## config.mk

```make
export PLATFORM = sky130hd
export DESIGN_NAME = lod_budget_batch_planner
export DESIGN_NICKNAME = d
export VERILOG_FILES = /design/src/design/lbbp_pkg.sv /design/src/design/lbbp_ram.sv /design/src/design/lbbp_alu.sv /design/src/design/lod_budget_batch_planner.sv
export VERILOG_INCLUDE_DIRS = /design/src /design/src/design
export SDC_FILE = /design/constraint.sdc
export NUM_CORES = 2
export LEC_CHECK = 0
export BUFFER_PORTS_ARGS = -buffer_cell sky130_fd_sc_hd__clkbuf_2
export CORE_AREA = 2 2 412 414
export DETAILED_ROUTE_END_ITERATION = 10
export DIE_AREA = 0 0 414 416
export GPL_ROUTABILITY_DRIVEN = 0
export PLACE_DENSITY = 0.7
export RECOVER_POWER = 25
export SLEW_MARGIN = 20
export SYNTH_ARGS = -nofsm -noshare
export SYNTH_HDL_FRONTEND = slang
export SYNTH_HIERARCHICAL = 1
export SYNTH_SLANG_ARGS = --single-unit
```

## constraint.sdc

```tcl
create_clock -name clock -period 7 [get_ports clock]
set_clock_uncertainty 0.05 [all_clocks]
set_input_delay 0.7 -clock clock [delete_from_list [all_inputs] [get_ports clock]]
set_output_delay 0.7 -clock clock [all_outputs]
set_load 0.05 [all_outputs]
```

## src/design/lod_budget_batch_planner_macros.svh

```systemverilog
// ----------------------------------------------------------------------------
// Assertion macros for the detail-level batch planner
// Shorthand for clocked, reset-qualified concurrent checks.
// ----------------------------------------------------------------------------
`ifndef LOD_BUDGET_BATCH_PLANNER_MACROS_SVH
`define LOD_BUDGET_BATCH_PLANNER_MACROS_SVH

// The consequent must hold in the same cycle as the antecedent.
`define LBBP_ASSERT_NOW(label, clk, rst, ante, cons, msg) \
   label: assert property (@(posedge clk) disable iff (rst) (ante) |-> (cons)) \
      else $error(msg);

// The consequent must hold in the cycle after the antecedent.
`define LBBP_ASSERT_NEXT(label, clk, rst, ante, cons, msg) \
   label: assert property (@(posedge clk) disable iff (rst) (ante) |=> (cons)) \
      else $error(msg);

`endif

```

## src/design/lbbp_pkg.sv

```systemverilog
// ----------------------------------------------------------------------------
// lbbp_pkg
// Field widths, defaults, codes and shared types of the batch planner.
// ----------------------------------------------------------------------------
package lbbp_pkg;

   localparam int MODE_W      = 3;
   localparam int OBJECT_W    = 4;
   localparam int LEVEL_W     = 2;
   localparam int COUNT_W     = 16;
   localparam int OBJ_COUNT_W = 5;
   localparam int LOD_COUNT_W = 3;
   localparam int CSR_IDX_W   = 2;
   localparam int CSR_DATA_W  = 5;

   localparam int MAX_OBJECTS_DEF  = 16;
   localparam int MAX_LEVELS_DEF   = 4;
   localparam int INDEX_BUDGET_DEF = 32'h10000;

   localparam logic [OBJ_COUNT_W-1:0] OBJECT_COUNT_RST = 5'd16;
   localparam logic [LOD_COUNT_W-1:0] LOD_COUNT_RST    = 3'd4;

   typedef enum logic [MODE_W-1:0] {
      MODE_SET_ENABLED = 3'd0,
      MODE_SET_LEVEL   = 3'd1,
      MODE_SET_VISIBLE = 3'd2,
      MODE_LOAD_COUNTS = 3'd3,
      MODE_REBUILD     = 3'd4
   } mode_type;

   typedef enum logic [CSR_IDX_W-1:0] {
      CSR_OBJECT_COUNT = 2'd0,
      CSR_LOD_COUNT    = 2'd1
   } csr_index_type;

   typedef enum logic [2:0] {
      ALU_NONE    = 3'd0,
      ALU_CLEAR   = 3'd1,
      ALU_SUM_ADD = 3'd2,
      ALU_SUM_SUB = 3'd3,
      ALU_VTX_ADD = 3'd4,
      ALU_IDX_ADD = 3'd5
   } alu_op_type;

   typedef struct packed {
      alu_op_type           op;
      logic [COUNT_W-1:0]   operand;
   } alu_cmd_type;

endpackage

```

## src/design/lbbp_ram.sv

```systemverilog
// ----------------------------------------------------------------------------
// lbbp_ram
// Generic single-write, single-read RAM with a registered read port.
// ----------------------------------------------------------------------------
module lbbp_ram #(
   parameter  int WIDTH  = 32,
   parameter  int DEPTH  = 64,
   localparam int ADDR_W = (DEPTH > 1) ? $clog2(DEPTH) : 1
) (
   input  logic              clock,
   input  logic              wr_en,
   input  logic [ADDR_W-1:0] wr_addr,
   input  logic [WIDTH-1:0]  wr_data,
   input  logic              rd_en,
   input  logic [ADDR_W-1:0] rd_addr,
   output logic [WIDTH-1:0]  rd_data
);

   logic [WIDTH-1:0] mem_ff [DEPTH];
   logic [WIDTH-1:0] rd_data_ff;

   always_ff @(posedge clock) begin
      if (wr_en) begin
         mem_ff[wr_addr] <= wr_data;
      end
      if (rd_en) begin
         rd_data_ff <= mem_ff[rd_addr];
      end
   end

   assign rd_data = rd_data_ff;

endmodule

```

## src/design/lbbp_alu.sv

```systemverilog
// ----------------------------------------------------------------------------
// lbbp_alu
// Shared adder/subtractor with the index-sum and running-base accumulators.
// ----------------------------------------------------------------------------
module lbbp_alu
   import lbbp_pkg::*;
#(
   parameter int SUM_W = 20
) (
   input  logic               clock,
   input  alu_cmd_type        cmd,
   output logic [SUM_W-1:0]   sum_acc,
   output logic [COUNT_W-1:0] vtx_acc,
   output logic [COUNT_W-1:0] idx_acc
);

   logic [SUM_W-1:0]   sum_ff;
   logic [COUNT_W-1:0] vtx_ff;
   logic [COUNT_W-1:0] idx_ff;
   logic [SUM_W-1:0]   acc_a;
   logic [SUM_W-1:0]   opnd;
   logic               sub;
   logic [SUM_W-1:0]   result;

   // One adder serves every accumulator; the base counters wrap at 16 bits.
   always_comb begin
      acc_a = '0;
      sub   = 1'b0;
      unique case (cmd.op)
         ALU_SUM_ADD: acc_a = sum_ff;
         ALU_SUM_SUB: begin
            acc_a = sum_ff;
            sub   = 1'b1;
         end
         ALU_VTX_ADD: acc_a = SUM_W'(vtx_ff);
         ALU_IDX_ADD: acc_a = SUM_W'(idx_ff);
         default:     acc_a = '0;
      endcase
      opnd   = SUM_W'(cmd.operand);
      result = sub ? (acc_a - opnd) : (acc_a + opnd);
   end

   always_ff @(posedge clock) begin
      unique case (cmd.op)
         ALU_CLEAR: begin
            sum_ff <= '0;
            vtx_ff <= '0;
            idx_ff <= '0;
         end
         ALU_SUM_ADD, ALU_SUM_SUB: sum_ff <= result;
         ALU_VTX_ADD:              vtx_ff <= result[COUNT_W-1:0];
         ALU_IDX_ADD:              idx_ff <= result[COUNT_W-1:0];
         default: begin
         end
      endcase
   end

   assign sum_acc = sum_ff;
   assign vtx_acc = vtx_ff;
   assign idx_acc = idx_ff;

endmodule

```

## src/design/lod_budget_batch_planner.sv

```systemverilog
// ----------------------------------------------------------------------------
// lod_budget_batch_planner
// Detail-level batch planner: object table, budget pass and placement rows.
// ----------------------------------------------------------------------------
// Set and load items are taken in the idle state and return nothing. A
// rebuild item walks the object table three times under a small sequencer,
// all arithmetic going through one shared adder and all count reads through
// the single read port of the count RAM. The summing walk reads and adds the
// index count of each active object, the coarsening walk takes off the count
// of each object moved and adds that of its next coarser level, and the
// emitting walk gives a placement row per active object, adding its vertex
// and then its index count, before the totals row; a stalled result channel
// holds the walk. A clean batch goes straight to the totals row. The block is
// not ready for items or register writes while a rebuild is under way.
// ----------------------------------------------------------------------------
`include "lod_budget_batch_planner_macros.svh"

module lod_budget_batch_planner
   import lbbp_pkg::*;
#(
   parameter int MAX_OBJECTS  = MAX_OBJECTS_DEF,
   parameter int MAX_LEVELS   = MAX_LEVELS_DEF,
   parameter int INDEX_BUDGET = INDEX_BUDGET_DEF
) (
   input  logic                  clock,
   input  logic                  reset,

   input  logic                  req_valid,
   output logic                  req_ready,
   input  logic [MODE_W-1:0]     req_mode,
   input  logic [OBJECT_W-1:0]   req_object,
   input  logic [LEVEL_W-1:0]    req_level,
   input  logic                  req_flag,
   input  logic [COUNT_W-1:0]    req_vertex_count,
   input  logic [COUNT_W-1:0]    req_index_count,

   output logic                  rsp_valid,
   input  logic                  rsp_ready,
   output logic [OBJECT_W-1:0]   rsp_object_out,
   output logic [LEVEL_W-1:0]    rsp_chosen_level,
   output logic [COUNT_W-1:0]    rsp_vertex_base,
   output logic [COUNT_W-1:0]    rsp_index_base,
   output logic                  rsp_is_total,
   output logic                  rsp_rebuilt,

   input  logic                  csr_valid,
   output logic                  csr_ready,
   input  logic [CSR_IDX_W-1:0]  csr_index,
   input  logic [CSR_DATA_W-1:0] csr_data
);

   // Widths that follow from the table sizes.
   localparam int OBJ_W   = (MAX_OBJECTS > 1) ? $clog2(MAX_OBJECTS) : 1;
   localparam int CNT_W   = $clog2(MAX_OBJECTS + 1);
   localparam int LVL_W   = (MAX_LEVELS > 1) ? $clog2(MAX_LEVELS) : 1;
   localparam int NLEV_W  = $clog2(MAX_LEVELS + 1);
   localparam int DEPTH   = MAX_OBJECTS * MAX_LEVELS;
   localparam int ADDR_W  = (DEPTH > 1) ? $clog2(DEPTH) : 1;
   localparam int DATA_W  = COUNT_W + ((MAX_OBJECTS > 1) ? $clog2(MAX_OBJECTS) : 0);
   localparam int BUD_W   = $clog2(INDEX_BUDGET + 1);
   localparam int SUM_W   = (DATA_W > BUD_W) ? DATA_W : BUD_W;
   localparam int RC_W    = (CNT_W > OBJ_COUNT_W) ? CNT_W : OBJ_COUNT_W;
   localparam int LC_W    = (NLEV_W > LOD_COUNT_W) ? NLEV_W : LOD_COUNT_W;
   localparam int OC_W    = (CNT_W > OBJECT_W) ? CNT_W : OBJECT_W;
   localparam int LE_W    = (NLEV_W > LEVEL_W) ? NLEV_W : LEVEL_W;

   typedef enum logic [9:0] {
      S_IDLE     = 10'b00_0000_0001,
      S_SUM_RD   = 10'b00_0000_0010,
      S_SUM_ACC  = 10'b00_0000_0100,
      S_DOWN_CHK = 10'b00_0000_1000,
      S_DOWN_SUB = 10'b00_0001_0000,
      S_DOWN_ADD = 10'b00_0010_0000,
      S_EMIT_CHK = 10'b00_0100_0000,
      S_EMIT_VTX = 10'b00_1000_0000,
      S_EMIT_IDX = 10'b01_0000_0000,
      S_TOTAL    = 10'b10_0000_0000
   } state_type;

   // Count RAM entry for a level and an object slot.
   function automatic logic [ADDR_W-1:0] slot(input logic [LVL_W-1:0] lvl,
                                             input logic [OBJ_W-1:0] obj);
      slot = ADDR_W'(ADDR_W'(lvl) * ADDR_W'(MAX_OBJECTS)) + ADDR_W'(obj);
   endfunction

   state_type               state_ff, state_in;
   logic [CNT_W-1:0]        j_ff, j_in;
   logic [OBJ_COUNT_W-1:0]  object_count_ff;
   logic [LOD_COUNT_W-1:0]  lod_count_ff;
   logic [MAX_OBJECTS-1:0]  en_ff;
   logic [MAX_OBJECTS-1:0]  vis_ff;
   logic [LVL_W-1:0]        lvl_tab_ff [MAX_OBJECTS];
   logic                    dirty_ff;
   logic [COUNT_W-1:0]      last_vtx_ff;
   logic [COUNT_W-1:0]      last_idx_ff;

   logic                    rsp_valid_ff;
   logic [OBJECT_W-1:0]     rsp_object_ff;
   logic [LEVEL_W-1:0]      rsp_level_ff;
   logic [COUNT_W-1:0]      rsp_vbase_ff;
   logic [COUNT_W-1:0]      rsp_ibase_ff;
   logic                    rsp_total_ff;
   logic                    rsp_rebuilt_ff;

   logic                    req_fire;
   logic                    csr_fire;
   logic                    out_free;
   logic [CNT_W-1:0]        rows;
   logic [NLEV_W-1:0]       nlev;
   logic [OBJ_W-1:0]        cur_obj;
   logic [LVL_W-1:0]        cur_lvl;
   logic [LVL_W-1:0]        lvl_fix;
   logic [LVL_W-1:0]        lvl_up;
   logic [LVL_W-1:0]        set_lvl;
   logic                    cur_active;
   logic                    can_coarsen;
   logic                    over_budget;
   logic                    obj_ok;
   logic                    load_lvl_ok;
   logic                    j_done;

   logic                    en_we, vis_we, lt_we;
   logic [LVL_W-1:0]        lt_wdata;
   logic                    dirty_set, tot_save;
   logic                    row_load, row_total;

   logic                    ram_we, ram_re;
   logic [ADDR_W-1:0]       ram_waddr, ram_raddr;
   logic [2*COUNT_W-1:0]    ram_rdata;
   logic [COUNT_W-1:0]      rd_vertex, rd_index;

   alu_cmd_type             alu_cmd;
   logic [SUM_W-1:0]        sum_acc;
   logic [COUNT_W-1:0]      vtx_acc, idx_acc;

   assign req_ready = (state_ff == S_IDLE);
   assign csr_ready = (state_ff == S_IDLE);
   assign req_fire  = req_valid && req_ready;
   assign csr_fire  = csr_valid && csr_ready;
   assign out_free  = !rsp_valid_ff || rsp_ready;

   // Registers as the walks see them: object count saturates to the table
   // size, and a level count of zero behaves as a single level.
   always_comb begin
      if (RC_W'(object_count_ff) > RC_W'(MAX_OBJECTS)) begin
         rows = CNT_W'(MAX_OBJECTS);
      end else begin
         rows = CNT_W'(object_count_ff);
      end
      if (lod_count_ff == '0) begin
         nlev = NLEV_W'(1);
      end else if (LC_W'(lod_count_ff) > LC_W'(MAX_LEVELS)) begin
         nlev = NLEV_W'(MAX_LEVELS);
      end else begin
         nlev = NLEV_W'(lod_count_ff);
      end
   end

   // The object table has one read point: the addressed slot while idle,
   // the walk position otherwise.
   assign cur_obj     = (state_ff == S_IDLE) ? OBJ_W'(req_object) : j_ff[OBJ_W-1:0];
   assign cur_lvl     = lvl_tab_ff[cur_obj];
   assign cur_active  = en_ff[cur_obj] && vis_ff[cur_obj];
   assign lvl_fix     = (NLEV_W'(cur_lvl) >= nlev) ? '0 : cur_lvl;
   assign lvl_up      = cur_lvl + LVL_W'(1);
   assign can_coarsen = (NLEV_W'(cur_lvl) + NLEV_W'(1)) < nlev;
   assign over_budget = sum_acc >= SUM_W'(INDEX_BUDGET);
   assign j_done      = j_ff >= rows;

   assign obj_ok      = OC_W'(req_object) < OC_W'(MAX_OBJECTS);
   assign load_lvl_ok = LE_W'(req_level) < LE_W'(MAX_LEVELS);
   assign set_lvl     = (LE_W'(req_level) < LE_W'(nlev)) ? LVL_W'(req_level) : '0;

   assign ram_we    = req_fire && (req_mode == MODE_LOAD_COUNTS) && obj_ok && load_lvl_ok;
   assign ram_waddr = slot(LVL_W'(req_level), cur_obj);
   assign rd_vertex = ram_rdata[2*COUNT_W-1:COUNT_W];
   assign rd_index  = ram_rdata[COUNT_W-1:0];

   // Sequencer. A dirty rebuild first corrects stale levels while summing the
   // active index counts, then coarsens objects in slot order while the sum
   // is over budget, then emits placement rows and finally the totals row.
   always_comb begin
      state_in        = state_ff;
      j_in            = j_ff;
      alu_cmd.op      = ALU_NONE;
      alu_cmd.operand = rd_index;
      ram_re          = 1'b0;
      ram_raddr       = slot(cur_lvl, cur_obj);
      en_we           = 1'b0;
      vis_we          = 1'b0;
      lt_we           = 1'b0;
      lt_wdata        = cur_lvl;
      dirty_set       = 1'b0;
      tot_save        = 1'b0;
      row_load        = 1'b0;
      row_total       = 1'b0;
      unique case (state_ff)
         S_IDLE: begin
            if (req_fire) begin
               unique case (req_mode)
                  MODE_SET_ENABLED: begin
                     if (obj_ok && (en_ff[cur_obj] != req_flag)) begin
                        en_we     = 1'b1;
                        dirty_set = vis_ff[cur_obj];
                     end
                  end
                  MODE_SET_LEVEL: begin
                     if (obj_ok && (cur_lvl != set_lvl)) begin
                        lt_we     = 1'b1;
                        lt_wdata  = set_lvl;
                        dirty_set = en_ff[cur_obj];
                     end
                  end
                  MODE_SET_VISIBLE: begin
                     if (obj_ok && (vis_ff[cur_obj] != req_flag)) begin
                        vis_we    = 1'b1;
                        dirty_set = en_ff[cur_obj];
                     end
                  end
                  MODE_REBUILD: begin
                     alu_cmd.op = ALU_CLEAR;
                     j_in       = '0;
                     state_in   = dirty_ff ? S_SUM_RD : S_TOTAL;
                  end
                  default: begin
                  end
               endcase
            end
         end
         S_SUM_RD: begin
            if (j_done) begin
               j_in     = '0;
               state_in = S_DOWN_CHK;
            end else begin
               lt_we    = 1'b1;
               lt_wdata = lvl_fix;
               if (cur_active) begin
                  ram_re    = 1'b1;
                  ram_raddr = slot(lvl_fix, cur_obj);
                  state_in  = S_SUM_ACC;
               end else begin
                  j_in = j_ff + CNT_W'(1);
               end
            end
         end
         S_SUM_ACC: begin
            alu_cmd.op = ALU_SUM_ADD;
            j_in       = j_ff + CNT_W'(1);
            state_in   = S_SUM_RD;
         end
         S_DOWN_CHK: begin
            if (!over_budget || j_done) begin
               j_in     = '0;
               state_in = S_EMIT_CHK;
            end else if (cur_active && can_coarsen) begin
               ram_re   = 1'b1;
               state_in = S_DOWN_SUB;
            end else begin
               j_in = j_ff + CNT_W'(1);
            end
         end
         S_DOWN_SUB: begin
            alu_cmd.op = ALU_SUM_SUB;
            ram_re     = 1'b1;
            ram_raddr  = slot(lvl_up, cur_obj);
            state_in   = S_DOWN_ADD;
         end
         S_DOWN_ADD: begin
            alu_cmd.op = ALU_SUM_ADD;
            lt_we      = 1'b1;
            lt_wdata   = lvl_up;
            j_in       = j_ff + CNT_W'(1);
            state_in   = S_DOWN_CHK;
         end
         S_EMIT_CHK: begin
            if (j_done) begin
               state_in = S_TOTAL;
            end else if (cur_active) begin
               ram_re   = 1'b1;
               state_in = S_EMIT_VTX;
            end else begin
               j_in = j_ff + CNT_W'(1);
            end
         end
         S_EMIT_VTX: begin
            // The row takes the bases as they stand before this object.
            if (out_free) begin
               row_load        = 1'b1;
               alu_cmd.op      = ALU_VTX_ADD;
               alu_cmd.operand = rd_vertex;
               state_in        = S_EMIT_IDX;
            end
         end
         S_EMIT_IDX: begin
            alu_cmd.op = ALU_IDX_ADD;
            j_in       = j_ff + CNT_W'(1);
            state_in   = S_EMIT_CHK;
         end
         S_TOTAL: begin
            if (out_free) begin
               row_load  = 1'b1;
               row_total = 1'b1;
               tot_save  = dirty_ff;
               state_in  = S_IDLE;
            end
         end
         default: begin
            state_in = S_IDLE;
         end
      endcase
   end

   always_ff @(posedge clock) begin
      if (reset) begin
         state_ff        <= S_IDLE;
         j_ff            <= '0;
         object_count_ff <= OBJECT_COUNT_RST;
         lod_count_ff    <= LOD_COUNT_RST;
         en_ff           <= '1;
         vis_ff          <= '1;
         dirty_ff        <= 1'b1;
         last_vtx_ff     <= '0;
         last_idx_ff     <= '0;
         for (int i = 0; i < MAX_OBJECTS; i++) begin
            lvl_tab_ff[i] <= '0;
         end
      end else begin
         state_ff <= state_in;
         j_ff     <= j_in;
         if (csr_fire) begin
            unique case (csr_index)
               CSR_OBJECT_COUNT: object_count_ff <= csr_data[OBJ_COUNT_W-1:0];
               CSR_LOD_COUNT:    lod_count_ff    <= csr_data[LOD_COUNT_W-1:0];
               default: begin
               end
            endcase
         end
         if (en_we) begin
            en_ff[cur_obj] <= req_flag;
         end
         if (vis_we) begin
            vis_ff[cur_obj] <= req_flag;
         end
         if (lt_we) begin
            lvl_tab_ff[cur_obj] <= lt_wdata;
         end
         if (dirty_set) begin
            dirty_ff <= 1'b1;
         end else if (tot_save) begin
            dirty_ff <= 1'b0;
         end
         if (tot_save) begin
            last_vtx_ff <= vtx_acc;
            last_idx_ff <= idx_acc;
         end
      end
   end

   // Result register: a row waits here while the sequencer moves on.
   always_ff @(posedge clock) begin
      if (reset) begin
         rsp_valid_ff <= 1'b0;
      end else if (row_load) begin
         rsp_valid_ff <= 1'b1;
      end else if (rsp_ready) begin
         rsp_valid_ff <= 1'b0;
      end
   end

   always_ff @(posedge clock) begin
      if (row_load) begin
         rsp_object_ff  <= row_total ? '0 : OBJECT_W'(j_ff);
         rsp_level_ff   <= row_total ? '0 : LEVEL_W'(cur_lvl);
         rsp_vbase_ff   <= (row_total && !dirty_ff) ? last_vtx_ff : vtx_acc;
         rsp_ibase_ff   <= (row_total && !dirty_ff) ? last_idx_ff : idx_acc;
         rsp_total_ff   <= row_total;
         rsp_rebuilt_ff <= row_total ? dirty_ff : 1'b1;
      end
   end

   assign rsp_valid        = rsp_valid_ff;
   assign rsp_object_out   = rsp_object_ff;
   assign rsp_chosen_level = rsp_level_ff;
   assign rsp_vertex_base  = rsp_vbase_ff;
   assign rsp_index_base   = rsp_ibase_ff;
   assign rsp_is_total     = rsp_total_ff;
   assign rsp_rebuilt      = rsp_rebuilt_ff;

   // Vertex and index counts share one RAM word per level and slot.
   lbbp_ram #(
      .WIDTH (2 * COUNT_W),
      .DEPTH (DEPTH)
   ) u_count_ram (
      .clock   (clock),
      .wr_en   (ram_we),
      .wr_addr (ram_waddr),
      .wr_data ({req_vertex_count, req_index_count}),
      .rd_en   (ram_re),
      .rd_addr (ram_raddr),
      .rd_data (ram_rdata)
   );

   lbbp_alu #(
      .SUM_W (SUM_W)
   ) u_alu (
      .clock   (clock),
      .cmd     (alu_cmd),
      .sum_acc (sum_acc),
      .vtx_acc (vtx_acc),
      .idx_acc (idx_acc)
   );

   // Only an accepted rebuild item may start the walks.
   `LBBP_ASSERT_NEXT(a_idle_holds, clock, reset,
      state_ff == S_IDLE && !(req_fire && req_mode == MODE_REBUILD),
      state_ff == S_IDLE, "planner left idle without a rebuild item")
   // The dirty mark is cleared by the totals row of a rebuild and nothing else.
   `LBBP_ASSERT_NEXT(a_dirty_holds, clock, reset,
      dirty_ff && state_ff != S_TOTAL,
      dirty_ff, "dirty mark lost outside the totals row")
   // A walk never runs past the objects in use.
   `LBBP_ASSERT_NOW(a_walk_bound, clock, reset,
      state_ff != S_IDLE,
      j_ff <= rows, "object walk ran past the objects in use")
   // The totals of a real rebuild are kept for the next clean rebuild.
   `LBBP_ASSERT_NEXT(a_totals_kept, clock, reset,
      state_ff == S_TOTAL && out_free && dirty_ff,
      !dirty_ff && last_vtx_ff == $past(vtx_acc) && last_idx_ff == $past(idx_acc),
      "rebuild totals not kept")

endmodule

```

Yosys cells after proc, flatten, opt, wreduce, memory -nomap -nowiden --
Memories as Yosys holds them, arrays and structs flattened. A register that Yosys moved wholly into a read port is not among the register bits. Cells that the tools add are included.
Cells by class: add/subtract/negate cells 9, $lt $le $gt $ge 9, equality and inequality tests 32, mux-type cells 96, reductions and logical operators 31
Operators with widths (count):
- 10-bit 2-to-1 mux | 11
- 10-bit one-hot mux with 10 select lines | 1
- 16-bit one-hot mux with 2 select lines | 2
- 20-bit one-hot mux with 3 select lines | 1
- 16-bit 2-to-1 mux | 3
- 1-bit 2-to-1 mux | 42
- 5-bit 2-to-1 mux | 8
- 20-bit one-hot mux with 2 select lines | 1
- 16-bit bitwise mux | 2
- 5-bit one-hot mux with 5 select lines | 1
- 6-bit by 4-bit adder with 6-bit output | 4
- 20-bit by 16-bit adder with 20-bit output | 1
- 20-bit by 17-bit >= comparator with 1-bit output (second input constant) | 1
- 20-bit 2-to-1 mux | 1
- 20-bit by 16-bit subtractor with 20-bit output | 1
- 19-bit 2-to-1 mux | 1
- 3-bit one-hot mux with 5 select lines | 1
- 2-bit 2-to-1 mux | 7
- 3-bit by 2-bit == test with 1-bit output (second input constant) | 4
- 6-bit 2-to-1 mux | 2
- 3-bit inequality test (second input constant) | 4
- 6-bit one-hot mux with 2 select lines | 1
- 2-bit OR reduction | 6
- 10-bit by 1-bit == test with 1-bit output (second input constant) | 1
- other kinds (44) | 70
Storage, ports and cells: register bits 181, bits in writable memories 2080, input port bits 54, output and inout port bits 43, memories 2
Memory list:
- u_count_ram.mem_ff | depth 64, bits a word 32, read ports 1, clocked after memory_dff 1, wr ports 1, line lbbp_ram.sv:19 | logic [WIDTH-1:0] mem_ff [DEPTH];
- lvl_tab_ff | depth 16, bits a word 2, read ports 1, clocked after memory_dff 0, wr ports 16, line lod_budget_batch_planner.sv:92 | logic [LVL_W-1:0] lvl_tab_ff [MAX_OBJECTS];

Logic depth before layout (Yosys ltp) --
depth after elaboration 15, mapped depth 22, gate-level depth less buffers 19

Modules after synthesis --
The synthesis kept the hierarchy.
By module, submodules not included:
- lbbp_ram | instances 1, cells an instance 3511, area each 79359.9 sq um, sequential area each 62459.9 sq um
- lod_budget_batch_planner | instances 1, cells an instance 896, area each 8654.6 sq um, sequential area each 3943.8 sq um
- lbbp_alu | instances 1, cells an instance 354, area each 3540.9 sq um, sequential area each 1561.5 sq um

Least setup slack after synthesis --
OpenSTA, ideal clock, no wires.
kind reg2reg, from register state_ff[3], to register u_count_ram.rd_data_ff[0], in the netlist u_count_ram/rd_data[0], read port of u_count_ram.mem_ff, enable pin, setup time 0.466 ns, arrival time 5.897 ns, required time 6.484 ns, setup slack 0.588 ns, stages on the path, launching flop included 18, buffers on the path 2, path through dfxtp_1 nor4_1 buf_2 nand3_2 inv_2 mux2i_2 o211ai_1 nand4_1 and4_1 clkbuf_1 xnor2_1 ha_1 nor2b_1 o21ai_0 nand2b_1 nor4_1 nor2_1 o21ai_0
On the way: word-level cells in the longest chain between the ends 9, elaborated cells on any way between the ends 30
RTL lines:
- start: declaration | line lod_budget_batch_planner.sv:86 | state_type state_ff, state_in;
- start signal: assignment | line lod_budget_batch_planner.sv:328 | state_ff <= state_in;
- 10-bit by 1-bit == test with 1-bit output | line lod_budget_batch_planner.sv:161 | assign cur_obj = (state_ff == S_IDLE) ? OBJ_W'(req_object) : j_ff[OBJ_W-1:0];
- 4-bit 2-to-1 mux | line lod_budget_batch_planner.sv:161
- memory 16 x 2 bit or 1-bit binary-select mux with 4-bit select (tied branches)
- 2-bit by 1-bit adder with 3-bit output or 1-bit 2-to-1 mux (tied branches) | line lod_budget_batch_planner.sv:166, lod_budget_batch_planner.sv:163
- 3-bit < comparator or 1-bit logical AND (tied branches) | line lod_budget_batch_planner.sv:166, lod_budget_batch_planner.sv:163
- 1-bit logical AND | line lod_budget_batch_planner.sv:255 | end else if (cur_active && can_coarsen) begin
- 1-bit 2-to-1 mux | line lod_budget_batch_planner.sv:255
- 1-bit 2-to-1 mux | line lod_budget_batch_planner.sv:252 | if (!over_budget || j_done) begin
- 1-bit one-hot mux with 3 select lines * | line lod_budget_batch_planner.sv:197 | unique case (state_ff)
- via ram_re | line lod_budget_batch_planner.sv:127 | logic ram_we, ram_re;
- end: declaration | line lbbp_ram.sv:20 | logic [WIDTH-1:0] rd_data_ff;
The timed path passes the listed nets; every way through them passes the cells marked *. The select of a mux whose other input is x is not followed. A chain may end at the register's enable or synchronous reset.

Worst setup path in the final report --
from register state_ff[3], to register u_count_ram.rd_data_ff[31], in the netlist u_count_ram/rd_data[31], read port of u_count_ram.mem_ff, data pin
On the way: word-level cells in the longest chain between the ends 9, elaborated cells on any way between the ends 30
RTL lines:
- 10-bit by 1-bit == test with 1-bit output | line lod_budget_batch_planner.sv:161
- 4-bit 2-to-1 mux | line lod_budget_batch_planner.sv:161
- memory 16 x 2 bit
- 2-bit by 3-bit >= comparator with 1-bit output | line lod_budget_batch_planner.sv:164 | assign lvl_fix = (NLEV_W'(cur_lvl) >= nlev) ? '0 : cur_lvl;
- 2-bit 2-to-1 mux | line lod_budget_batch_planner.sv:164
- 6-bit by 4-bit adder with 6-bit output | line lod_budget_batch_planner.sv:83 | slot = ADDR_W'(ADDR_W'(lvl) * ADDR_W'(MAX_OBJECTS)) + ADDR_W'(obj);
- 6-bit 2-to-1 mux | line lod_budget_batch_planner.sv:237 | if (cur_active) begin
- 6-bit 2-to-1 mux | line lod_budget_batch_planner.sv:231 | if (j_done) begin
- 6-bit one-hot mux with 2 select lines * | line lod_budget_batch_planner.sv:197
- via ram_raddr[5] | line lod_budget_batch_planner.sv:128 | logic [ADDR_W-1:0] ram_waddr, ram_raddr;
Marked as above.

==> results.sh <==
export IMPL_hpwl_um=134700
export IMPL_finalHoldViolCount=0
export IMPL_swShare_pct=30.56
export IMPL_worstPathArrival_ps=6890
export IMPL_yosys_area_top_type="edfxtp_1"
export IMPL_internal_power_mw=25.38
export IMPL_fillCellCount=11710
export IMPL_grt_max_degree=113
export IMPL_cts_root_buf="clkbuf_16"
export IMPL_cts_setup_buffers=0
export IMPL_status="complete, but fails checks"
export IMPL_antenna_found_initial=7
export IMPL_synth_cells=4761
export IMPL_cts_made_buffers=219
export IMPL_areaGrowthSynthToFinish_pct=11.76
export IMPL_wire_per_inst_um=30.53
export IMPL_grt_usage_pct=26.14
export IMPL_yosysWarningCount=6
export IMPL_vias=48310
export IMPL_p_per_area_nw_per_um2=357.1
export IMPL_crit_required_ps=7530
export IMPL_dieArea_um2=172200
export IMPL_drtIter0Drc=7005
export IMPL_violations="capacitance limit, slew limit"
export IMPL_syn_avg_cell_area_um2=19.23
export IMPL_register_area_um2=67970
export IMPL_first_pass_iters=8
export IMPL_critPathKind="flop to flop"
export IMPL_setup_violations=0
export IMPL_grt_pass1_vias=47020
export IMPL_start_util_pct=54.45
export IMPL_period_share_pct=90.89
export IMPL_std_cell_rows=151
export IMPL_synthFlopType="edfxtp_1"
export IMPL_syn_cell_area_um2=91560
export IMPL_design_area_um2=102300
export IMPL_irDropWorstVdd_mv=0.2864
export IMPL_synth_seq_cells=2293
export IMPL_finalCriticalPeriod_ps=6362
export IMPL_pwr_share_comb_pct=26.2
export IMPL_maxCapViolCount=30
export IMPL_hold_class="primary input to flop"
export IMPL_clkTransAtPathRegs_ps=70
export IMPL_insertion_delay_ps=870
export IMPL_portBuffers=96
export IMPL_rsz0062_at_grt="no"
export IMPL_total_power_mw=36.54
export IMPL_switchingPower_mw=11.17
export IMPL_max_freq_ghz=0.1572
export IMPL_synth_common_cells="2204 x edfxtp_1, 446 x mux4_2, 265 x mux2i_1"
export IMPL_p_clk_share_pct=31.8
export IMPL_maxSlewViolCount=1951
export IMPL_slew_headroom_pct=-129.1
export IMPL_ys_types=97
export IMPL_cp_end_kind="flop"
export IMPL_cts_path_max_buffers=3
export IMPL_hold_buffers=1
export IMPL_finalWirelength_um=225200
export IMPL_p_seq_share_pct=41.9
export IMPL_grt_pass1_wl_um=328600
export IMPL_yosys_area_top_type_share_pct=72.29
export IMPL_die_x_um=414
export IMPL_worstMarginPinSlew_ps=3437
export IMPL_die_y_um=416
export IMPL_syn_nets=4848
export IMPL_viasPerCell=6.548
export IMPL_ctsResizeCount=0
export IMPL_multiInputGateArea_um2=22450
export IMPL_seq_area_frac_synth_pct=74.23
export IMPL_cts_tree="done"
export IMPL_synth_edf_count=2204
export IMPL_nets=5056
export IMPL_utilization_pct=60.85
export IMPL_antenna_left=0
export IMPL_core_um2=168100
export IMPL_synth_most_common_cell="edfxtp_1"
export IMPL_drcViolationCount=0
export IMPL_tns_ps=0
export IMPL_place_area_um2=95280
export IMPL_htreeDepth=4
export IMPL_clock_sinks=2293
export IMPL_dp_worst_setup_slack_ps=721.9
export IMPL_drive_gt1_share_pct=23.06
export IMPL_async_flop_share_pct=0
export IMPL_leakage_nw=31.81
export IMPL_ys_top_cells_by_area="edfxtp_1 72%, mux4_2 11%, mux2i_1 2.9%"
export IMPL_postLayoutSetupSlackWorst_ps=637.5
export IMPL_grt_ovfl_total=0
export IMPL_cp_max_fo=68
export IMPL_io_pins=97
export IMPL_crit_path_start_kind="flop"
-- cell families after synthesis --
logic type	count (synthesis)	share of synthesized area, %
compound gates	598	4.585
xor+xnor	29	0.2856
fa+ha+maj	33	0.4592
buf+inv	301	1.882
flops	2293	74.23
mux	776	14.67
simple gates	731	3.880
-- cells in the final DEF, fill, tap and decap left out, types with 35 or more instances in the layout --
| master | netlist | layout |
|---|---|---|
| o21ai_0 | 71 | 69 |
| clkinv_1 | 1 | 58 |
| o22ai_1 | 45 | 45 |
| mux2i_1 | 265 | 264 |
| a21oi_1 | 94 | 93 |
| nand3_1 | 66 | 66 |
| nor3_1 | 54 | 53 |
| edfxtp_1 | 2204 | 2204 |
| a22oi_1 | 127 | 127 |
| clkbuf_2 | 1 | 88 |
| a31oi_1 | 35 | 35 |
| nand2_1 | 168 | 167 |
| clkbuf_16 | 0 | 219 |
| clkbuf_1 | 124 | 71 |
| dfxtp_1 | 89 | 89 |
| nor2_1 | 249 | 180 |
| mux4_2 | 446 | 446 |
| nor2_4 | 0 | 66 |
| clkinv_2 | 0 | 44 |
| mux2_2 | 63 | 63 |
| buf_4 | 36 | 120 |
-- registers in the layout, summed over array words and instances, names as in the netlist --
| signal | count |
|---|---|
| last_vtx_ff | 16 |
| state_ff | 10 |
| object_count_ff | 5 |
| u_alu/idx_acc | 16 |
| en_ff | 16 |
| rsp_chosen_level | 2 |
| lod_count_ff | 3 |
| vis_ff | 16 |
| rsp_object_out | 4 |
| j_ff | 5 |
| u_alu/vtx_acc | 16 |
| dirty_ff | 1 |
| u_count_ram/mem_ff | 2048 |
| u_count_ram/rd_data | 32 |
| u_alu/sum_acc | 20 |
| rsp_rebuilt | 1 |
| rsp_is_total | 1 |
| last_idx_ff | 16 |
| rsp_vertex_base | 16 |
| rsp_valid | 1 |
| lvl_tab_ff | 32 |
| rsp_index_base | 16 |
-- area by class of cell --
cell class / instances / area share, %
multi-input combinational: 2167 / 21.94
sequential: 2293 / 66.42
antenna: 3 / 0.007337
clock inverter: 148 / 1.432
tap: 2218 / 2.712
clock buffer: 261 / 5.529
inverter: 28 / 0.1455
timing repair buffer: 260 / 1.811
-- metrics by stage --
stage	cells	hold WS, ps
3_3_place_gp	6964	384.1
5_1_grt	7375	46.68
3_5_place_dp	6965	394.3
4_1_cts	7375	1.150
6_report	7378	64.12
2_1_floorplan	4761	378.4
-- power groups by stage --
stage,Clock (mW),Sequential [mW],Combinational (mW)
6_report,11.6,15.3,9.59
5_1_grt,12.3,15.3,10.1
4_1_cts,11.8,15.3,9.50
3_5_place_dp,0,15.6,9.46
3_3_place_gp,0,15.6,9.37
2_1_floorplan,0,15.6,6.57
-- layer usage --
layer	up-vias	wire [um]	share of wire, %	GRT usage [%]
met5	-	25	0.011	0
met4	4	5786	2.6	6.829
met3	383	24170	11	5.293
met2	2710	105000	47	40.33
met1	25190	90190	40	38.60
li1	20020	-	-	-
-- path summary, 6_finish.rpt --
check / from / to / slack [ps] / cells past startpoint
worst max-delay path: state_ff[3]$_SDFFE_PP0P_ / u_count_ram/rd_data[31]$_DFFE_PP_ / 640 / 16
worst min-delay path: csr_data[2] / lod_count_ff[2]$_SDFFE_PP1P_ / 60 / 3
worst max register to register: state_ff[3]$_SDFFE_PP0P_ / u_count_ram/rd_data[31]$_DFFE_PP_ / 640 / 16
worst min register to register: last_idx_ff[4]$_SDFFE_PP0P_ / last_idx_ff[4]$_SDFFE_PP0P_ / 400 / 2
-- worst max-delay path: stages (launching register included) --
cell and delay, ps:
dfxtp_1 360, or4_4 590, o31ai_4 350, and2_1 640
clkinv_16 350, mux2_4 390, a22o_1 230, or4_4 570
nand2_4 160, o21ai_0 110, o31a_1 160, o21ai_2 650
buf_4 280, nand2_1 460, a211oi_1 400, nor3_1 90
o211a_1 230
No activity file was read; power rests on OpenSTA's default activity.
